==> src/hdl/uist_pkg.sv <==
`timescale 1ns / 1ps
// ----------------------------------------------------------------------------
// uist_pkg
// Shared types and constants for the unique id schedule table.
// ----------------------------------------------------------------------------
package uist_pkg;

    localparam int ID_W              = 32;
    localparam int IN_PAYLOAD_W      = 32;
    localparam int DEF_TABLE_DEPTH   = 16;
    localparam int DEF_PAYLOAD_WIDTH = 32;

    typedef enum logic [1:0] {
        STAT_STORED = 2'd0,
        STAT_REJECT = 2'd1,
        STAT_FULL   = 2'd2
    } t_status;

    typedef enum logic [1:0] {
        ST_IDLE,
        ST_SCAN,
        ST_FINISH
    } t_state;

    typedef enum logic {
        MODE_AUTO   = 1'b0,
        MODE_MANUAL = 1'b1
    } t_mode;

    typedef struct packed {
        t_mode                   mode;
        logic [ID_W-1:0]         requested_id;
        logic [IN_PAYLOAD_W-1:0] payload;
    } t_in_beat;

    typedef struct packed {
        t_status         status;
        logic [ID_W-1:0] assigned_id;
    } t_out_beat;

endpackage

==> src/hdl/uist_entry_store.sv <==
`timescale 1ns / 1ps
// ----------------------------------------------------------------------------
// uist_entry_store
// Entry memories: an id memory with one registered read port and a payload
// memory that is only written.
// ----------------------------------------------------------------------------
module uist_entry_store #(
    parameter int TABLE_DEPTH   = uist_pkg::DEF_TABLE_DEPTH,
    parameter int PAYLOAD_WIDTH = uist_pkg::DEF_PAYLOAD_WIDTH,
    localparam int AW = (TABLE_DEPTH > 1) ? $clog2(TABLE_DEPTH) : 1
) (
    input  logic                     i_clk,
    input  logic                     i_wr_en,
    input  logic [AW-1:0]            i_wr_addr,
    input  logic [uist_pkg::ID_W-1:0] i_wr_id,
    input  logic [PAYLOAD_WIDTH-1:0] i_wr_payload,
    input  logic                     i_rd_en,
    input  logic [AW-1:0]            i_rd_addr,
    output logic [uist_pkg::ID_W-1:0] o_rd_id
);

    logic [uist_pkg::ID_W-1:0] mem_id  [TABLE_DEPTH];
    logic [PAYLOAD_WIDTH-1:0]  mem_pay [TABLE_DEPTH];
    logic [uist_pkg::ID_W-1:0] r_rd_id;

    always_ff @(posedge i_clk) begin
        if (i_wr_en) begin
            mem_id[i_wr_addr]  <= i_wr_id;
            mem_pay[i_wr_addr] <= i_wr_payload;
        end
    end

    always_ff @(posedge i_clk) begin
        if (i_rd_en) begin
            r_rd_id <= mem_id[i_rd_addr];
        end
    end

    assign o_rd_id = r_rd_id;

endmodule

==> src/hdl/uist_sched_ctrl.sv <==
`timescale 1ns / 1ps
// ----------------------------------------------------------------------------
// uist_sched_ctrl
// Request sequencer: picks the candidate id, scans the id memory one entry
// per cycle, restarts on an automatic-id collision and appends the entry unless it is rejected or the table is full.
// ----------------------------------------------------------------------------
module uist_sched_ctrl #(
    parameter int TABLE_DEPTH   = uist_pkg::DEF_TABLE_DEPTH,
    parameter int PAYLOAD_WIDTH = uist_pkg::DEF_PAYLOAD_WIDTH,
    localparam int AW = (TABLE_DEPTH > 1) ? $clog2(TABLE_DEPTH) : 1,
    localparam int CW = $clog2(TABLE_DEPTH + 1)
) (
    input  logic                      i_clk,
    input  logic                      i_rst_n,
    input  logic                      i_valid,
    output logic                      o_stall,
    input  uist_pkg::t_in_beat        i_data,
    output logic                      o_valid,
    input  logic                      i_stall,
    output uist_pkg::t_out_beat       o_data,
    input  logic [uist_pkg::ID_W-1:0] i_reserved_id,
    output logic                      o_wr_en,
    output logic [AW-1:0]             o_wr_addr,
    output logic [uist_pkg::ID_W-1:0] o_wr_id,
    output logic [PAYLOAD_WIDTH-1:0]  o_wr_payload,
    output logic                      o_rd_en,
    output logic [AW-1:0]             o_rd_addr,
    input  logic [uist_pkg::ID_W-1:0] i_rd_id
);

    uist_pkg::t_state                     r_state, n_state;
    uist_pkg::t_mode                      r_mode, n_mode;
    logic [uist_pkg::ID_W-1:0]            r_cand, n_cand;
    logic [uist_pkg::ID_W-1:0]            r_auto_id, n_auto_id;
    logic [uist_pkg::IN_PAYLOAD_W-1:0]    r_payload, n_payload;
    logic [CW-1:0]                        r_addr, n_addr;
    logic [CW-1:0]                        r_count, n_count;
    logic                                 r_pend, n_pend;
    logic                                 r_reject, n_reject;
    logic                                 r_out_vld, n_out_vld;
    uist_pkg::t_out_beat                  r_out, n_out;

    logic                                 accept;
    logic                                 hit;
    logic                                 scan_end;
    logic                                 out_free;
    logic                                 full;
    uist_pkg::t_status                    fin_status;

    assign accept   = i_valid && (r_state == uist_pkg::ST_IDLE);
    assign hit      = r_pend && (i_rd_id == r_cand);
    assign scan_end = (r_addr == r_count) && !r_pend;
    assign out_free = !r_out_vld || !i_stall;
    assign full     = (r_count == CW'(TABLE_DEPTH));

    always_comb begin
        if (r_reject || (r_cand == i_reserved_id)) begin
            fin_status = uist_pkg::STAT_REJECT;
        end else if (full) begin
            fin_status = uist_pkg::STAT_FULL;
        end else begin
            fin_status = uist_pkg::STAT_STORED;
        end
    end

    // Next state.
    always_comb begin
        n_state = r_state;
        unique case (r_state)
            uist_pkg::ST_IDLE: begin
                if (accept) begin
                    n_state = uist_pkg::ST_SCAN;
                end
            end
            uist_pkg::ST_SCAN: begin
                priority if (hit && (r_mode == uist_pkg::MODE_MANUAL)) begin
                    n_state = uist_pkg::ST_FINISH;
                end else if (hit) begin
                    n_state = uist_pkg::ST_SCAN;
                end else if (scan_end) begin
                    n_state = uist_pkg::ST_FINISH;
                end else begin
                    n_state = uist_pkg::ST_SCAN;
                end
            end
            uist_pkg::ST_FINISH: begin
                if (out_free) begin
                    n_state = uist_pkg::ST_IDLE;
                end
            end
            default: n_state = uist_pkg::ST_IDLE;
        endcase
    end

    // Datapath and outputs.
    always_comb begin
        n_mode       = r_mode;
        n_cand       = r_cand;
        n_auto_id    = r_auto_id;
        n_payload    = r_payload;
        n_addr       = r_addr;
        n_count      = r_count;
        n_pend       = 1'b0;
        n_reject     = r_reject;
        n_out_vld    = r_out_vld && i_stall;
        n_out        = r_out;
        o_rd_en      = 1'b0;
        o_wr_en      = 1'b0;
        unique case (r_state)
            uist_pkg::ST_IDLE: begin
                if (accept) begin
                    n_mode    = i_data.mode;
                    n_payload = i_data.payload;
                    n_addr    = '0;
                    n_reject  = 1'b0;
                    if (i_data.mode == uist_pkg::MODE_AUTO) begin
                        n_auto_id = r_auto_id + uist_pkg::ID_W'(1);
                        n_cand    = r_auto_id + uist_pkg::ID_W'(1);
                    end else begin
                        n_cand = i_data.requested_id;
                    end
                end
            end
            uist_pkg::ST_SCAN: begin
                if (hit) begin
                    if (r_mode == uist_pkg::MODE_MANUAL) begin
                        n_reject = 1'b1;
                    end else begin
                        // Collision on an automatic id: step and rescan.
                        n_cand = r_cand + uist_pkg::ID_W'(1);
                        n_addr = '0;
                    end
                end else if (r_addr != r_count) begin
                    o_rd_en = 1'b1;
                    n_addr  = r_addr + CW'(1);
                    n_pend  = 1'b1;
                end
            end
            uist_pkg::ST_FINISH: begin
                if (out_free) begin
                    n_out_vld         = 1'b1;
                    n_out.status      = fin_status;
                    n_out.assigned_id = (fin_status == uist_pkg::STAT_STORED) ?
                                        r_cand : i_reserved_id;
                    if (fin_status == uist_pkg::STAT_STORED) begin
                        o_wr_en = 1'b1;
                        n_count = r_count + CW'(1);
                    end
                end
            end
            default: begin
            end
        endcase
    end

    assign o_rd_addr    = r_addr[AW-1:0];
    assign o_wr_addr    = r_count[AW-1:0];
    assign o_wr_id      = r_cand;
    assign o_wr_payload = PAYLOAD_WIDTH'(r_payload);
    assign o_stall      = (r_state != uist_pkg::ST_IDLE);
    assign o_valid      = r_out_vld;
    assign o_data       = r_out;

    always_ff @(posedge i_clk) begin
        if (!i_rst_n) begin
            r_state      <= uist_pkg::ST_IDLE;
            r_auto_id    <= '0;
            r_count      <= '0;
            r_pend       <= 1'b0;
            r_reject     <= 1'b0;
            r_out_vld    <= 1'b0;
            r_addr       <= '0;
            r_mode       <= uist_pkg::MODE_AUTO;
        end else begin
            r_state      <= n_state;
            r_auto_id    <= n_auto_id;
            r_count      <= n_count;
            r_pend       <= n_pend;
            r_reject     <= n_reject;
            r_out_vld    <= n_out_vld;
            r_addr       <= n_addr;
            r_mode       <= n_mode;
        end
    end

    always_ff @(posedge i_clk) begin
        r_cand    <= n_cand;
        r_payload <= n_payload;
        r_out     <= n_out;
    end

    // The entry count never passes the table depth.
    a_count_bound: assert property (@(posedge i_clk) disable iff (!i_rst_n)
        r_count <= CW'(TABLE_DEPTH))
        else $error("entry count above table depth");

    // An accepted request starts a fresh scan from the first entry.
    a_scan_start: assert property (@(posedge i_clk) disable iff (!i_rst_n)
        accept |=> (r_state == uist_pkg::ST_SCAN) && (r_addr == '0) && !r_pend)
        else $error("scan did not start from entry zero");

    // An automatic-id collision steps the candidate by one.
    a_auto_step: assert property (@(posedge i_clk) disable iff (!i_rst_n)
        (r_state == uist_pkg::ST_SCAN && hit && r_mode == uist_pkg::MODE_AUTO)
        |=> (r_cand == $past(r_cand) + uist_pkg::ID_W'(1)))
        else $error("automatic id did not advance after collision");

    // Every append grows the table by exactly one entry.
    a_append: assert property (@(posedge i_clk) disable iff (!i_rst_n)
        o_wr_en |=> (r_count == $past(r_count) + CW'(1)))
        else $error("append did not advance the entry count");

endmodule

==> src/hdl/unique_id_schedule_table.sv <==
`timescale 1ns / 1ps
// ----------------------------------------------------------------------------
// unique_id_schedule_table
// Append-only table of scheduled entries keyed by unique 32-bit ids.
// ----------------------------------------------------------------------------
// Usage: a request beat on i_valid/o_stall carries a mode bit, a requested id
// and a payload word. In automatic mode the internal id counter advances by
// one and becomes the candidate; each time the candidate matches a stored id
// it is incremented and the table is scanned again from the first entry. In
// manual mode the requested id is the candidate and any match rejects it.
// A candidate equal to the reserved id is rejected (status 1); a full table
// gives status 2; otherwise the entry is appended and status 0 returns the id.
// Failed requests answer with the reserved id. One result beat per request
// leaves on o_valid/i_stall.
// Timing: the id memory is read one entry per cycle through its registered
// read port, and each automatic-id collision restarts the scan. One request
// is in work at a time; o_stall is high meanwhile, and the next request can
// be accepted in the cycle after the result register is loaded. A stalled
// receiver only holds the sequencer when a new result is ready and the old
// one is still unread.
// Reset empties the table, clears the id counter and sets the reserved id to
// zero. The reserved id is written through i_cfg_we/i_cfg_wdata; the user
// must write it only while idle, as the block itself does not enforce this.
// ----------------------------------------------------------------------------
module unique_id_schedule_table #(
    parameter int TABLE_DEPTH   = uist_pkg::DEF_TABLE_DEPTH,
    parameter int PAYLOAD_WIDTH = uist_pkg::DEF_PAYLOAD_WIDTH
) (
    input  logic                      i_clk,
    input  logic                      i_rst_n,
    input  logic                      i_valid,
    output logic                      o_stall,
    input  uist_pkg::t_in_beat        i_data,
    output logic                      o_valid,
    input  logic                      i_stall,
    output uist_pkg::t_out_beat       o_data,
    input  logic                      i_cfg_we,
    input  logic [uist_pkg::ID_W-1:0] i_cfg_wdata
);

    localparam int AW = (TABLE_DEPTH > 1) ? $clog2(TABLE_DEPTH) : 1;

    logic [uist_pkg::ID_W-1:0] r_reserved_id;

    logic                      wr_en;
    logic [AW-1:0]             wr_addr;
    logic [uist_pkg::ID_W-1:0] wr_id;
    logic [PAYLOAD_WIDTH-1:0]  wr_payload;
    logic                      rd_en;
    logic [AW-1:0]             rd_addr;
    logic [uist_pkg::ID_W-1:0] rd_id;

    // Reserved id register, the only configuration register.
    always_ff @(posedge i_clk) begin
        if (!i_rst_n) begin
            r_reserved_id <= '0;
        end else if (i_cfg_we) begin
            r_reserved_id <= i_cfg_wdata;
        end
    end

    uist_sched_ctrl #(
        .TABLE_DEPTH  (TABLE_DEPTH),
        .PAYLOAD_WIDTH(PAYLOAD_WIDTH)
    ) u_ctrl (
        .i_clk        (i_clk),
        .i_rst_n      (i_rst_n),
        .i_valid      (i_valid),
        .o_stall      (o_stall),
        .i_data       (i_data),
        .o_valid      (o_valid),
        .i_stall      (i_stall),
        .o_data       (o_data),
        .i_reserved_id(r_reserved_id),
        .o_wr_en      (wr_en),
        .o_wr_addr    (wr_addr),
        .o_wr_id      (wr_id),
        .o_wr_payload (wr_payload),
        .o_rd_en      (rd_en),
        .o_rd_addr    (rd_addr),
        .i_rd_id      (rd_id)
    );

    uist_entry_store #(
        .TABLE_DEPTH  (TABLE_DEPTH),
        .PAYLOAD_WIDTH(PAYLOAD_WIDTH)
    ) u_store (
        .i_clk       (i_clk),
        .i_wr_en     (wr_en),
        .i_wr_addr   (wr_addr),
        .i_wr_id     (wr_id),
        .i_wr_payload(wr_payload),
        .i_rd_en     (rd_en),
        .i_rd_addr   (rd_addr),
        .o_rd_id     (rd_id)
    );

    // An accepted request makes the block busy in the next cycle.
    a_busy_after_accept: assert property (@(posedge i_clk) disable iff (!i_rst_n)
        (i_valid && !o_stall) |=> o_stall)
        else $error("request accepted without going busy");

    // A new result beat only appears after the block was busy with a request.
    a_result_from_work: assert property (@(posedge i_clk) disable iff (!i_rst_n)
        $rose(o_valid) |-> $past(o_stall))
        else $error("result beat without a request in work");

    // The memory is never read and written in the same cycle.
    a_port_excl: assert property (@(posedge i_clk) disable iff (!i_rst_n)
        !(wr_en && rd_en))
        else $error("simultaneous read and append");

endmodule

==> config.mk <==
export PLATFORM = sky130hd
export DESIGN_NAME = unique_id_schedule_table
export DESIGN_NICKNAME = d
export VERILOG_FILES = /design/src/hdl/uist_pkg.sv /design/src/hdl/uist_entry_store.sv /design/src/hdl/uist_sched_ctrl.sv /design/src/hdl/unique_id_schedule_table.sv
export SDC_FILE = /design/constraint.sdc
export NUM_CORES = 1
export LEC_CHECK = 0
export CAP_MARGIN = 20
export CORE_MARGIN = 2
export CORE_UTILIZATION = 26
export DETAILED_ROUTE_END_ITERATION = 12
export DONT_BUFFER_PORTS = 1
export PLACE_DENSITY = 0.35
export SETUP_SLACK_MARGIN = 0.2
export SLEW_MARGIN = 20
export SYNTH_ARGS = -nofsm -noshare
export SYNTH_HDL_FRONTEND = slang
export SYNTH_SLANG_ARGS = --single-unit
==> constraint.sdc <==
create_clock -name i_clk -period 13.4 [get_ports i_clk]
set_input_delay 1.34 -clock i_clk [delete_from_list [all_inputs] [get_ports i_clk]]
set_output_delay 1.34 -clock i_clk [all_outputs]
set_load 0.02 [all_outputs]
==> results.py, run 1 <==
metrics = {
    "global_routing": {
        "antenna_found_initial": 5,
        "grt_max_degree": 100,
        "grt_pass1_vias": 15400,
        "track_usage": 0.148,
        "grt_pass1_wl_um": 118000,
        "grt_overflow": 0,
    },
    "layout": {
        "utilization": 0.304,
        "layoutNonFillerInstCount": 3142,
        "layout.nets": 1773,
        "fillers": 10700,
        "drive_gt1_frac": 0.225,
        "synthToLayoutAreaGrowth_pct": 16.1,
        "fin_area_mm2": 0.0331,
    },
    "synth": {
        "synth.most_common_cell": "edfxtp_1",
        "synthFlopType": "edfxtp_1",
        "yosys-top-cells-count": "edfxtp_1 (610), mux4_2 (160), clkbuf_1 (83), xnor2_1 (81), dfxtp_1 (80)",
        "async_flop_share": 0,
        "syn_area_per_cell_um2": 17.5,
        "synth_cell_type_count": 52,
        "synth_seq_cells": 690,
        "synth_edf_count": 610,
        "ys_seq_area_frac": 0.699,
        "yosysTopAreaCell": "edfxtp_1",
        "synth_warnings": 0,
        "synth_area_mm2": 0.0285,
        "yosys.area.top_type_share": 0.643,
        "netlist_instances": 1627,
        "yosys-top-cells-area": "edfxtp_1 (64%), mux4_2 (13%), dfxtp_1 (5.6%), xnor2_1 (2.5%), xor2_1 (1.8%)",
        "syn-num-nets": 1736,
    },
    "clock_tree": {
        "cts_root_buf": "clkbuf_16",
        "cts.reportedPaths.clkPinSlew_ps": 60,
        "numCtsBuffers": 81,
        "clockBufferDepth": 3,
        "ctsHoldBuffers": 0,
        "post_cts_resized": 0,
        "clock-sinks": 690,
        "clk_latency_ps": 660,
        "cts_setup_buffers": 0,
        "cts_tree": "yes",
        "h-tree-depth": 3,
    },
    "critical_path": {
        "endpoint_kind": "flip-flop",
        "crit_type": "flip-flop to flip-flop",
        "startpoint_type": "flip-flop",
        "critPathMaxFanout": 24,
        "required_ps": 13670,
        "crit_arrival_ps": 4400,
    },
    "routing": {
        "drtIter0Drc": 1031,
        "wire_per_inst_um": 26.5,
        "via_per_inst": 4.64,
        "vias": 14600,
        "drtAntennaViolNets": 0,
        "drc_errors": 0,
        "drt_pass1_iterations": 5,
        "wirelength_um": 83100,
    },
    "sta": {
        "finalCritPeriodShare": 0.308,
        "setup_viol": 0,
        "timing.fmax_mhz": 242,
        "tns_ps": 0,
        "rsz0062_at_grt": "no",
        "worst_hold_slack_ps": 490,
        "tightest_slew_ps": 1090,
        "fin_crit_ps": 4130,
        "hold_viol": 0,
        "max_slew_margin": 0.272,
        "fin_skew_ps": 34.0,
        "slew_violations": 0,
    },
    "floorplan": {
        "fp.coreArea_mm2": 0.109,
        "ios": 138,
        "die_h_um": 335,
        "die_area_mm2": 0.112,
        "row_count": 121,
        "start_util": 0.262,
        "die_width_um": 335,
    },
    "place": {
        "dp.final_hpwl_um": 49100,
        "io_buffers": 0,
        "placed_cell_area_mm2": 0.0305,
        "gp_congestion": 0.754,
        "place_inst": 2995,
    },
    "power": {
        "power_leakage_nw": 10.1,
        "ir_worst_vdd_v": 0.0000773,
        "powerDensity_mw_per_mm2": 146,
    },
    "worst_hold_path": {
        "hp-class": "flip-flop to flip-flop",
    },
    "job": {
        "cap_violations": 0,
    },
    "outcome": {
        "status": "complete, no violations",
    },
}
-- path summary, 6_finish.rpt --
kind | from | end | slack [ps] | cells after the start
setup / recovery | u_ctrl.o_wr_id[6] | u_store.mem_id[4][11] | 9270 | 9
hold / removal | u_ctrl.r_addr[4] | u_ctrl.r_addr[4] | 490 | 2
setup reg to reg | u_ctrl.o_wr_id[6] | u_store.mem_id[4][11] | 9270 | 9
hold reg to reg | u_ctrl.r_addr[4] | u_ctrl.r_addr[4] | 490 | 2
-- flip-flops by register name (all words and copies together), names as in the netlist --
name and count:
u_ctrl.r_auto_id 32, u_store.o_rd_id 32, u_ctrl.r_reject 1, u_ctrl.r_count 5, u_ctrl.o_wr_id 32, u_ctrl.r_pend 1
u_ctrl.r_state 2, u_ctrl.r_mode 1, u_ctrl.o_valid 1, r_reserved_id 32, u_ctrl.r_addr 5, u_ctrl.o_data 34
u_store.mem_id 512
-- critical path, cell delays in order (launching register included) --
cell	delay [ps]
edfxtp_1	1050
xnor2_1	150
nand4_1	140
nor4_1	60
buf_4	170
a211oi_4	240
and2_1	420
nand2_1	320
nor2_4	530
buf_4	580
-- area by class of cell --
| type | count | area (um^2) | area share |
|---|---|---|---|
| sequential | 690 | 19900 | 0.602 |
| multi-input combinational | 817 | 8270 | 0.250 |
| clock buffer | 98 | 2120 | 0.0641 |
| tap | 1414 | 1770 | 0.0535 |
| clock inverter | 46 | 478 | 0.0144 |
| timing repair buffer | 58 | 448 | 0.0135 |
| inverter | 16 | 60.1 | 0.00182 |
| antenna | 3 | 7.51 | 0.000227 |
-- logic make-up after synthesis --
| family | count (synthesis) | synth area share |
|---|---|---|
| and+or+nand+nor | 326 | 0.0609 |
| AOI/OAI and AO/OA | 111 | 0.0245 |
| buffers and inverters | 120 | 0.0159 |
| xor gates and xnor gates | 140 | 0.0430 |
| DFF | 690 | 0.699 |
| muxes | 233 | 0.154 |
| adders and majority gates | 7 | 0.00307 |
-- layout by cell type, fill, tap and decap left out, types with 7 or more instances in the layout --
cell type	synthesis	final
nand3_1	44	44
dfxtp_1	80	76
inv_1	14	14
nor2_4	0	12
nor3_1	14	10
mux2_2	32	32
a211oi_1	16	15
clkinv_2	0	9
clkbuf_1	83	15
clkinv_1	1	22
nand4_1	24	24
nand2b_1	9	9
nor2b_1	46	45
mux2i_1	41	41
o22ai_1	8	8
and2_1	29	29
xor2_1	59	59
nand2_1	62	62
clkbuf_16	0	82
edfxtp_1	610	610
a21boi_0	14	14
xnor2_1	81	81
buf_4	0	57
a21oi_1	25	23
nor4_1	8	8
bufinv_16	0	7
o21ai_0	29	29
nor2_1	51	40
or3_1	10	10
mux4_2	160	160
ha_1	7	7
and3_1	11	11
-- through the flow --
stage | total power [mW] | setup WS, ps
floorplan | 2.59 | 7130
global placement | 2.68 | 8900
finish | 4.82 | 9270
detailed placement | 2.68 | 8890
CTS | 4.90 | 9040
global route | 5.00 | 8990
-- routing by layer --
layer  global-route usage  vias to the layer above  share of wire
li1                     -                     6474              -
met2                0.241                      256           0.48
met3               0.0250                      108          0.034
met1                0.205                     7728           0.46
met5                    0                        -        0.00014
met4               0.0397                        2          0.022
-- where the power goes --
| group | switching [mW] | total, mW | internal (mW) | leakage [nW] |
|---|---|---|---|---|
| registers | 0.0335 | 2.42 | 2.39 | 6.18 |
| logic | 0.133 | 0.206 | 0.0722 | 2.68 |
| clock network | 0.921 | 2.19 | 1.27 | 1.26 |
(Power assumes the default switching activity.)
==> run 2, diff against run 1 <==
--- a/config.mk
+++ b/config.mk
@@ -10,7 +10,7 @@
 export CORE_UTILIZATION = 26
 export DETAILED_ROUTE_END_ITERATION = 12
 export DONT_BUFFER_PORTS = 1
-export PLACE_DENSITY = 0.35
+export PLACE_DENSITY = 0.37
 export SETUP_SLACK_MARGIN = 0.2
 export SLEW_MARGIN = 20
 export SYNTH_ARGS = -nofsm -noshare
==> constraint.sdc (replaced) <==
create_clock -name i_clk -period 3.5 [get_ports i_clk]
set_input_delay 0.35 -clock i_clk [delete_from_list [all_inputs] [get_ports i_clk]]
set_output_delay 0.35 -clock i_clk [all_outputs]
set_load 0.02 [all_outputs]
==> results.py, run 2 (same netlist as run 1, synthesis figures left out) <==
metrics = {
    "layout": {
        "final_common_cell": "edfxtp_1",
        "synthToLayoutAreaGrowth_pct": 21.2,
        "layout.nets": 1903,
        "fillers": 10600,
        "final_cell_mix": "edfxtp_1 (610), mux4_2 (160), xnor2_1 (81), clkbuf_16 (81), buf_4 (81)",
        "utilization": 0.318,
        "regArea_mm2": 0.0199,
        "diodes": 0,
        "fin_area_mm2": 0.0345,
        "regMostFlops": "u_store.mem_id",
        "drive_gt1_frac": 0.236,
        "multi_input_area_mm2": 0.00830,
        "largest_reg_flops": 512,
    },
    "worst_hold_path": {
        "min_path_cells": 2,
        "hp-class": "input port to flip-flop",
    },
    "critical_path": {
        "startpoint_type": "flip-flop",
        "crit_arrival_ps": 3410,
        "required_ps": 3800,
        "rr_worst_depth": 9,
        "crit_type": "flip-flop to flip-flop",
        "critPathMaxFanout": 11,
        "endpoint_kind": "flip-flop",
    },
    "sta": {
        "worst_hold_slack_ps": 49.3,
        "hold_viol": 0,
        "fin_skew_ps": 23.6,
        "setup_viol": 0,
        "finalCritPeriodShare": 0.889,
        "tightest_slew_ps": 977,
        "max_slew_margin": 0.344,
        "rsz0062_at_grt": "no",
        "slew_violations": 0,
        "fin_crit_ps": 3110,
        "timing.fmax_mhz": 321,
        "tns_ps": 0,
    },
    "clock_tree": {
        "clk_latency_ps": 640,
        "post_cts_resized": 0,
        "cts_setup_buffers": 0,
        "clockBufferDepth": 3,
        "cts.reportedPaths.clkPinSlew_ps": 60,
        "numCtsBuffers": 79,
        "cts_root_buf": "clkbuf_16",
        "h-tree-depth": 3,
        "cts_tree": "yes",
        "clock-sinks": 690,
    },
    "power": {
        "ir_worst_vdd_v": 0.000385,
        "power_leakage_nw": 10.7,
        "powerDensity_mw_per_mm2": 529,
        "total_power_mw": 18.3,
    },
    "job": {
        "cap_violations": 0,
    },
    "floorplan": {
        "die_h_um": 335,
        "ios": 138,
        "row_count": 121,
        "start_util": 0.262,
        "die_area_mm2": 0.112,
        "fp.coreArea_mm2": 0.109,
        "die_width_um": 335,
    },
    "place": {
        "placed_cell_area_mm2": 0.0312,
        "io_buffers": 0,
        "dp.final_hpwl_um": 52500,
        "gp_congestion": 0.758,
    },
    "routing": {
        "via_per_inst": 4.68,
        "wirelength_um": 85800,
        "drc_errors": 0,
        "wire_per_inst_um": 26.3,
        "drtAntennaViolNets": 0,
        "drtIter0Drc": 1170,
        "vias": 15300,
        "drt_pass1_iterations": 5,
    },
    "global_routing": {
        "track_usage": 0.153,
        "grt_pass1_wl_um": 122000,
        "grt_pass1_vias": 16000,
        "antenna_found_initial": 1,
        "grt_overflow": 0,
        "grt_max_degree": 85,
    },
    "outcome": {
        "status": "complete, no violations",
    },
}
[run 2: cell count changes in the layout (fill, tap and decap cells not counted), moves of 2 or more]
cell	before	now
dlygate4sd3_1	0	79
buf_12	1	29
buf_4	57	81
clkinv_1	22	14
clkbuf_1	15	22
clkbuf_8	1	5
nor3_2	4	0
nor3_4	0	4
bufinv_16	7	4
clkinv_8	3	0
diode_2	3	0
clkinv_2	9	7
[run 2: worst max-delay path: stages, from the launching register on]
cell      delay, ps
edfxtp_1        620
xnor2_1         220
nand4_1         130
nor4_1           80
buf_4           150
a211oi_4        240
and2_1          370
nand2_1         320
nor3_4          280
buf_4           330
[run 2: through the flow]
stage	setup slack (ps)	instances
detailed placement	339	3047
global placement	331	3047
CTS	320	3265
finish	387	3265
global route	224	3265
floorplan	168	1627
[run 2: routing by layer]
metal	vias to the layer above	global-route usage	part of all wire
met5	-	0	0.000093
met4	2	0.0374	0.021
met3	100	0.0221	0.038
met1	8112	0.217	0.47
li1	6733	-	-
met2	322	0.247	0.48
[run 2: layout make-up]
type,count,area share
Sequential cell,690,0.577
Multi-Input combinational cell,817,0.240
Tap cell,1414,0.0512
Inverter,16,0.00174
Clock inverter,30,0.00837
Timing Repair Buffer,190,0.0581
Clock buffer,108,0.0631
[run 2: worst paths after layout]
check	start	end	slack, ps
setup reg to reg	u_ctrl.o_wr_id[9]	u_store.mem_id[1][18]	390
hold / removal	i_data[34]	u_ctrl.o_wr_id[2]	50
hold reg to reg	u_ctrl.r_auto_id[1]	u_ctrl.r_auto_id[1]	500
setup / recovery	u_ctrl.o_wr_id[9]	u_store.mem_id[1][18]	390
[run 2: power breakdown]
| group | leakage, nW | total [mW] | switching, mW | internal, mW |
|---|---|---|---|---|
| logic | 3.32 | 0.946 | 0.564 | 0.382 |
| registers | 6.18 | 9.29 | 0.140 | 9.15 |
| clock network | 1.20 | 8.01 | 3.35 | 4.66 |
| total | 10.7 | 18.3 | 4.06 | 14.2 |
[run 2: repair_timing]
item	CTS	global route
endpoints found under the hold margin	92	0
hold buffers	80	0
endpoints found under the setup margin	0	0
